**src/dqvd_pkg.sv**
```systemverilog
// dqvd_pkg: shared constants, codes, word types and helpers for the deque block
// used by dqvd_cell and deque_with_value_delete; no dependencies
package dqvd_pkg;

	localparam int CAPACITY   = 32;
	localparam int DATA_WIDTH = 32;
	localparam int IW = (CAPACITY > 1) ? $clog2(CAPACITY) : 1;
	localparam int CW = $clog2(CAPACITY + 1);

	typedef logic [DATA_WIDTH-1:0] data_t;

	typedef enum logic [3:0] {
		CMD_ADD_FIRST  = 4'd0,
		CMD_ADD_LAST   = 4'd1,
		CMD_DEL_FIRST  = 4'd2,
		CMD_DEL_LAST   = 4'd3,
		CMD_DEL_VALUE  = 4'd4,
		CMD_LIST_ALL   = 4'd5,
		CMD_LIST_FIRST = 4'd6,
		CMD_LIST_LAST  = 4'd7,
		CMD_CLEAR      = 4'd8
	} cmd_t;

	localparam logic [1:0] KIND_STATUS  = 2'd0;
	localparam logic [1:0] KIND_ELEMENT = 2'd1;
	localparam logic [1:0] KIND_EMPTY   = 2'd2;

	localparam logic [1:0] ST_DONE  = 2'd0;
	localparam logic [1:0] ST_FULL  = 2'd1;
	localparam logic [1:0] ST_EMPTY = 2'd2;

	typedef struct packed {
		logic [3:0]         command;
		logic signed [31:0] value;
		logic [5:0]         count;
	} req_t;

	typedef struct packed {
		logic [1:0]         kind;
		logic signed [31:0] element;
		logic [1:0]         status;
		logic               last;
	} rsp_t;

	typedef struct packed {
		logic          shl;
		logic          shr;
		logic          ins;
		logic [IW-1:0] idx;
	} cell_ctrl_t;

	function automatic data_t to_store(logic signed [31:0] v);
		logic signed [DATA_WIDTH+31:0] ext;
		begin
			ext = (DATA_WIDTH + 32)'(v);
			return ext[DATA_WIDTH-1:0];
		end
	endfunction

	function automatic logic signed [31:0] to_elem(data_t d);
		logic signed [DATA_WIDTH+31:0] ext;
		begin
			ext = (DATA_WIDTH + 32)'($signed(d));
			return ext[31:0];
		end
	endfunction

endpackage

```
**src/dqvd_cell.sv**
```systemverilog
// dqvd_cell: one storage slot of the entry chain
// depends on dqvd_pkg
module dqvd_cell import dqvd_pkg::*; (
	input  logic          clk,
	input  cell_ctrl_t    ctrl,
	input  logic [IW-1:0] position,
	input  data_t         left,
	input  data_t         right,
	input  data_t         bcast,
	output data_t         data
);

	data_t data_q;
	logic  hit;

	assign hit  = ctrl.ins && (ctrl.idx == position);
	assign data = data_q;

	always_ff @(posedge clk) begin
		if (ctrl.shl) begin
			data_q <= hit ? bcast : right;
		end else if (ctrl.shr) begin
			data_q <= left;
		end else if (hit) begin
			data_q <= bcast;
		end
	end

endmodule

```
**src/deque_with_value_delete.sv**
```systemverilog
// deque_with_value_delete: bounded deque held in a chain of slot cells
// end commands, add, clear: done in idle; delete by value: walk over occupied slots; listings:
// whole ring rotation plus output stalls; next word taken at the edge the result word leaves
// arst_n clears the list to empty; slot contents are not reset
// depends on dqvd_pkg and dqvd_cell
module deque_with_value_delete import dqvd_pkg::*; (
	input  logic clk,
	input  logic arst_n,
	input  logic req_valid,
	output logic req_ready,
	input  req_t req,
	output logic rsp_valid,
	input  logic rsp_ready,
	output rsp_t rsp
);

	typedef enum logic [2:0] {
		S_IDLE = 3'b001,
		S_WALK = 3'b010,
		S_LIST = 3'b100
	} state_t;

	state_t        state_q;
	logic [CW-1:0] occ_q, j_q, w_q, start_q, n_q;
	data_t         val_q;
	logic          rsp_valid_q;
	rsp_t          rsp_q;

	data_t         data [CAPACITY];
	cell_ctrl_t    ctrl;
	data_t         bcast;

	logic          fire, keep, emit, adv, out_free;
	logic [CW:0]   ins_full, rel;
	logic [CW-1:0] n_sat;
	data_t         req_val;

	logic          walk_go, list_go, rsp_load;
	logic [CW-1:0] list_n;
	rsp_t          rsp_d;

	assign req_val   = to_store(req.value);
	assign fire      = req_valid && req_ready;
	assign req_ready = (state_q == S_IDLE) && out_free;
	assign rsp_valid = rsp_valid_q;
	assign rsp       = rsp_q;
	assign out_free  = !rsp_valid_q || rsp_ready;

	assign keep     = data[0] != val_q;
	assign ins_full = {1'b0, occ_q} - (CW+1)'(1) - {1'b0, j_q} + {1'b0, w_q};
	assign rel      = {1'b0, j_q} - {1'b0, start_q};
	assign emit     = (j_q >= start_q) && (rel < {1'b0, n_q});
	assign adv      = !emit || out_free;

	always_comb begin
		if (({{CW{1'b0}}, req.count}) < ({6'b0, occ_q})) begin
			n_sat = CW'(req.count);
		end else begin
			n_sat = occ_q;
		end
	end

	assign list_n  = (req.command == CMD_LIST_ALL) ? occ_q : n_sat;
	assign walk_go = (req.command == CMD_DEL_VALUE) && (occ_q != '0);
	assign list_go = (req.command == CMD_LIST_ALL || req.command == CMD_LIST_FIRST
		|| req.command == CMD_LIST_LAST) && (list_n != '0);

	assign bcast = (state_q == S_WALK) ? data[0] : req_val;

	always_comb begin
		ctrl = '0;
		case (state_q)
			S_IDLE: begin
				if (fire) begin
					case (req.command)
						CMD_ADD_FIRST: ctrl.shr = occ_q < CW'(CAPACITY);
						CMD_ADD_LAST: begin
							ctrl.ins = occ_q < CW'(CAPACITY);
							ctrl.idx = occ_q[IW-1:0];
						end
						CMD_DEL_FIRST: ctrl.shl = occ_q != '0;
						default: ;
					endcase
				end
			end
			S_WALK: begin
				ctrl.shl = 1'b1;
				ctrl.ins = keep;
				ctrl.idx = ins_full[IW-1:0];
			end
			S_LIST: ctrl.shl = adv;
			default: ;
		endcase
	end

	always_comb begin
		rsp_load = 1'b0;
		rsp_d    = '{KIND_STATUS, 32'sd0, ST_DONE, 1'b1};
		case (state_q)
			S_IDLE: begin
				rsp_load = fire && !walk_go && !list_go;
				case (req.command)
					CMD_ADD_FIRST, CMD_ADD_LAST: begin
						if (occ_q >= CW'(CAPACITY)) begin
							rsp_d.status = ST_FULL;
						end
					end
					CMD_DEL_FIRST, CMD_DEL_LAST, CMD_DEL_VALUE: begin
						if (occ_q == '0) begin
							rsp_d.status = ST_EMPTY;
						end
					end
					CMD_LIST_ALL, CMD_LIST_FIRST, CMD_LIST_LAST: rsp_d.kind = KIND_EMPTY;
					default: ;
				endcase
			end
			S_WALK: rsp_load = (j_q == occ_q - CW'(1));
			S_LIST: begin
				if (adv && emit) begin
					rsp_load = 1'b1;
					rsp_d    = '{KIND_ELEMENT, to_elem(data[0]), ST_DONE,
						rel == {1'b0, n_q - CW'(1)}};
				end
			end
			default: ;
		endcase
	end

	genvar gi;
	generate
		for (gi = 0; gi < CAPACITY; gi++) begin : g_cell
			dqvd_cell u_cell (
				.clk      (clk),
				.ctrl     (ctrl),
				.position (IW'(gi)),
				.left     ((gi == 0) ? bcast : data[(gi + CAPACITY - 1) % CAPACITY]),
				.right    (data[(gi + 1) % CAPACITY]),
				.bcast    (bcast),
				.data     (data[gi])
			);
		end
	endgenerate

	always_ff @(posedge clk) begin
		if (state_q == S_IDLE && fire) begin
			val_q <= req_val;
		end
	end

	always_ff @(posedge clk or negedge arst_n) begin
		if (!arst_n) begin
			rsp_valid_q <= 1'b0;
			rsp_q       <= '0;
		end else if (rsp_load) begin
			rsp_valid_q <= 1'b1;
			rsp_q       <= rsp_d;
		end else if (rsp_ready) begin
			rsp_valid_q <= 1'b0;
		end
	end

	always_ff @(posedge clk or negedge arst_n) begin
		if (!arst_n) begin
			state_q <= S_IDLE;
			occ_q   <= '0;
			j_q     <= '0;
			w_q     <= '0;
			start_q <= '0;
			n_q     <= '0;
		end else begin
			case (state_q)
				S_IDLE: begin
					if (fire) begin
						j_q     <= '0;
						w_q     <= '0;
						start_q <= (req.command == CMD_LIST_LAST) ? occ_q - n_sat : '0;
						case (req.command)
							CMD_ADD_FIRST, CMD_ADD_LAST: begin
								if (occ_q < CW'(CAPACITY)) begin
									occ_q <= occ_q + CW'(1);
								end
							end
							CMD_DEL_FIRST, CMD_DEL_LAST: begin
								if (occ_q != '0) begin
									occ_q <= occ_q - CW'(1);
								end
							end
							CMD_DEL_VALUE: begin
								if (walk_go) begin
									state_q <= S_WALK;
								end
							end
							CMD_LIST_ALL, CMD_LIST_FIRST, CMD_LIST_LAST: begin
								if (list_go) begin
									state_q <= S_LIST;
									n_q     <= list_n;
								end
							end
							CMD_CLEAR: occ_q <= '0;
							default: ;
						endcase
					end
				end
				S_WALK: begin
					j_q <= j_q + CW'(1);
					w_q <= w_q + CW'(keep);
					if (j_q == occ_q - CW'(1)) begin
						occ_q   <= w_q + CW'(keep);
						state_q <= S_IDLE;
					end
				end
				S_LIST: begin
					if (adv) begin
						if (j_q == CW'(CAPACITY - 1)) begin
							state_q <= S_IDLE;
						end else begin
							j_q <= j_q + CW'(1);
						end
					end
				end
				default: state_q <= S_IDLE;
			endcase
		end
	end

	a_occ_bound: assert property (@(posedge clk) disable iff (!arst_n)
		occ_q <= CW'(CAPACITY))
		else $error("occupancy above capacity");

	a_add_grows: assert property (@(posedge clk) disable iff (!arst_n)
		fire && (req.command == CMD_ADD_LAST || req.command == CMD_ADD_FIRST)
		&& occ_q < CW'(CAPACITY) |=> occ_q == $past(occ_q) + CW'(1))
		else $error("add did not grow the list");

	a_walk_no_out: assert property (@(posedge clk) disable iff (!arst_n)
		state_q == S_WALK |-> !rsp_valid_q && !req_ready)
		else $error("result or accept during value delete");

endmodule
```
**config.mk**
```make
export PLATFORM = sky130hd
export DESIGN_NAME = deque_with_value_delete
export DESIGN_NICKNAME = d
export VERILOG_FILES = /design/src/dqvd_pkg.sv /design/src/dqvd_cell.sv /design/src/deque_with_value_delete.sv
export SDC_FILE = /design/constraint.sdc
export NUM_CORES = 2
export LEC_CHECK = 0
export BUFFER_PORTS_ARGS = -buffer_cell sky130_fd_sc_hd__buf_2
export CORE_AREA = 2 2 592 300
export CTS_BUF_LIST = sky130_fd_sc_hd__clkbuf_16
export CTS_CLUSTER_DIAMETER = 150
export DETAILED_ROUTE_END_ITERATION = 10
export DIE_AREA = 0 0 594 302
export HOLD_SLACK_MARGIN = 0.06
export PLACE_DENSITY = 0.57
export SLEW_MARGIN = 5
export SYNTH_ARGS = -nofsm -noshare
export SYNTH_HDL_FRONTEND = slang
export SYNTH_SLANG_ARGS = --single-unit
export TNS_END_PERCENT = 1
```
**constraint.sdc**
```tcl
create_clock -name clk -period 7.6 [get_ports clk]
set_input_delay 0.76 -clock clk [delete_from_list [all_inputs] [get_ports clk]]
set_output_delay 0.76 -clock clk [all_outputs]
set_load 0.05 [all_outputs]
```
==> results.md <==
* Seq cells post-synth at approximately 1100
* Min Tclk post-route at between 6000 and 7000 ps
* Critical R2R Launch: j_q[0]$_DFFE_PN0P_
* DRC at 0
* Mean Syn Cell Area at roughly 11 um2
* Slew Viols, Final at 0
* CP Class: reg2reg
* Req. time, crit path at approximately 8000 ps
* Peak VDD IR at between 0.2 and 0.25 mV
* Reg2reg setup slack at approximately 1300 ps
* Clock slew at reported path FFs at approximately 70 ps
* Die ar. at ~180000 um2
* Post-synth EDFFs at roughly 1100
* Synth Warn # at 0
* CTS HTree Levels at 3
* Chip height at around 300 um
* First-pass GRT wire length at between 300000 and 400000 um
* Clk buf depth at 3
* Slew headroom at 0.0483
* R2R depth at 14
* Die X at between 500 and 600 um
* Max cap viols at 0
* GPL Wtd Cong at 0.921
* Worst slew pin tran at between 1000 and 1500 ps
* CTS buffer count at 99
* Ports at 85
* RSZ-0062 raised after global routing: no
* Setup crit end kind: flop
* Antenna violations before repair at 9
* Worst skew pair latency at 750 ps
* Top cell type's share of synthesized area at 0.524
* Static Leak at around 0.019 uW
* CTS tree: yes
* Hold Path Class: in2reg
* Routed Antenna Nets at 0
* Synthesized instance count at 5746
* Syn_nets at between 5000 and 6000
* Core Region at ~170000 um2
* Worst Hold Depth at 1
* Initial core utilization at 0.346
* Final hold viol count at 0
* Top cells by area, synth: edfxtp_1 (52%), o221ai_1 (12%), o21ai_0 (9.2%)
* Final clock skew at between 40 and 50 ps
* Hold EP: val_q[25]$_DFFE_PP_
* Worst flop-to-flop path endpoint: g_cell[23].u_cell.data[7]$_DFFE_PP_
* Largest net degree at the start of global routing at 272
* DR WL/cell at about 31 um
* 1st-pass router iterations at 6
* IO buf count at 84
* Dpl hpwl at 148000 um
* Setup TNS at 0 ps
* Drt via density at 6.87
* Status: finished clean
* CP max FO at 29
* Tcrit/Tclk final at 0.827
* Fin cells at around 8000
* Final setup fails at 0
* Final wirelength at approximately 240000 um
* Gr usage total at 0.258
* Net count, final at approximately 5400
* Data arrival, critical path at 6710 ps
* Vias after detailed routing at ~53000
* Seq/Total Area, Yosys at 0.553
* Post-CTS setup buffers at 0
* Synth top cells by count: o21ai_0 (1117), edfxtp_1 (1056), nand3_1 (859)
* Total grt overflow at 0
* Fraction of layout cells with a size suffix above 1 at 0.0960
* Predominant post-synthesis flop cell: edfxtp_1
* 1st-iter DRT viols at 10700
* Number of global-route vias before repair at about 48000
* Max Freq at roughly 160 MHz
* Crit start category: flop
* Tot Pwr at about 24000 uW
* Pwr dens at 362 nW/um2
* Area Overhead vs Synth at 8.56%
* Most numerous cell in the Yosys netlist: o21ai_0
* CTS Sinks at between 1000 and 1500
* Cell accounting for the most synthesized area: edfxtp_1
* Post-synth ARST share at 0.0630
* Post-synth cell types at just under 80
* Root buf cell: clkbuf_16
* Site Rows at between 100 and 150
* Netlist Area Pre-Place at roughly 61000 um2
* Dpl cells at about 7600
* Hold_sp: req[31]
==> kinds of logic (layout without fill, tap and decap cells) <==
| kind of cell | after synthesis | after routing | synth area share |
|---|---|---|---|
| compound gates | 2279 | 2279 | 0.252 |
| xor+xnor | 66 | 66 | 0.00980 |
| fa+ha+maj | 40 | 40 | 0.00914 |
| buf+inv | 794 | 483 | 0.0573 |
| flops | 1127 | 1127 | 0.553 |
| mux | 41 | 41 | 0.00689 |
| other cells | 0 | 1 | 0 |
| simple gates | 1399 | 1399 | 0.112 |
==> metrics by stage <==
stage | worst slack, ps | hold slack, ps | area (um2) | util
after detailed placement | 1550 | 481 | 62400 | 0.357
after global placement | 1630 | 466 | 62400 | 0.357
after CTS | 1530 | 186 | 65700 | 0.376
final | 1320 | 218 | 65700 | 0.376
after global routing | 1120 | 197 | 65700 | 0.376
after floorplan | 1910 | 450 | 60500 | -
==> layout by cell type (no fill, tap or decap), types with 9 or more instances in the layout <==
master        n
a211oi_1     33
a21oi_1      50
and2_1       18
and3_1       12
buf_12       16
buf_2        83
buf_4       164
bufinv_16    10
clkbuf_16   104
clkinv_1     18
clkinv_2     19
dfrtp_1      70
edfxtp_1   1056
ha_1         33
inv_1        54
mux2i_1      30
nand2_1     271
nand2_2      43
nand3_1     852
nand4_1      15
nor2_1       74
nor3_1       16
o211ai_1    101
o21ai_0    1115
o21ai_1      51
o221ai_1    837
o22ai_1       9
o32ai_1      31
or2_1        19
or2_2        16
xnor2_1      20
xor2_1       45
==> flip-flops by register name (all words and copies together), names as in the netlist <==
| signal | flops |
|---|---|
| start_q | 6 |
| rsp | 37 |
| rsp_valid | 1 |
| state_q | 3 |
| n_q | 6 |
| j_q | 6 |
| w_q | 6 |
| val_q | 32 |
| g_cell.u_cell.data | 1024 |
| occ_q | 6 |
==> routing by layer <==
| metal | GRT usage | share of wire |
|---|---|---|
| met1 | 0.405 | 0.44 |
| met2 | 0.301 | 0.35 |
| met3 | 0.122 | 0.18 |
| met4 | 0.0639 | 0.025 |
| met5 | 0 | 0.00018 |
==> what timing repair did <==
action,CTS,global route
endpoints found under the hold margin,8,0
hold buffers,1,0
resized for setup,0,0
==> worst max-delay path: stages (launching register included) <==
cell	delay [ps]
dfrtp_1	460
inv_1	140
ha_1	200
inv_1	60
fa_1	400
a21o_1	200
a21oi_1	220
xnor2_1	230
ha_1	300
o211ai_1	530
a31oi_1	430
or2_4	420
nor2_4	1090
nand2_2	700
buf_4	530
==> power by group <==
| part | internal, uW | switching, uW | total (uW) |
|---|---|---|---|
| clock network | 2840 | 2590 | 5430 |
| registers | 9420 | 1220 | 10600 |
| logic | 2200 | 5520 | 7710 |
==> cell type report <==
cell class                      count  area [um2]
Clock buffer                      104        2600
Tap cell                         2331        2920
Fill cell                       17100      109000
Sequential cell                  1127       33500
Inverter                           35         133
Multi-Input combinational cell   3825       23900
Timing Repair Buffer              264        1980
Antenna cell                        1        2.50
Clock inverter                     80         694
==> how the worst max path moves through the flow <==
stage | endpoint | cells past startpoint | from | slack, ps
after floorplan | g_cell[12].u_cell.data[0]$_DFFE_PP_ | 10 | occ_q[1]$_DFFE_PN0P_ | 1910
after global placement | g_cell[23].u_cell.data[31]$_DFFE_PP_ | 14 | j_q[0]$_DFFE_PN0P_ | 1630
final | g_cell[23].u_cell.data[7]$_DFFE_PP_ | 14 | j_q[0]$_DFFE_PN0P_ | 1320
after CTS | g_cell[22].u_cell.data[31]$_DFFE_PP_ | 14 | j_q[0]$_DFFE_PN0P_ | 1530
after global routing | g_cell[23].u_cell.data[10]$_DFFE_PP_ | 14 | j_q[0]$_DFFE_PN0P_ | 1120
after detailed placement | g_cell[22].u_cell.data[0]$_DFFE_PP_ | 14 | j_q[0]$_DFFE_PN0P_ | 1550
No activity file was read; power rests on OpenSTA's default activity.
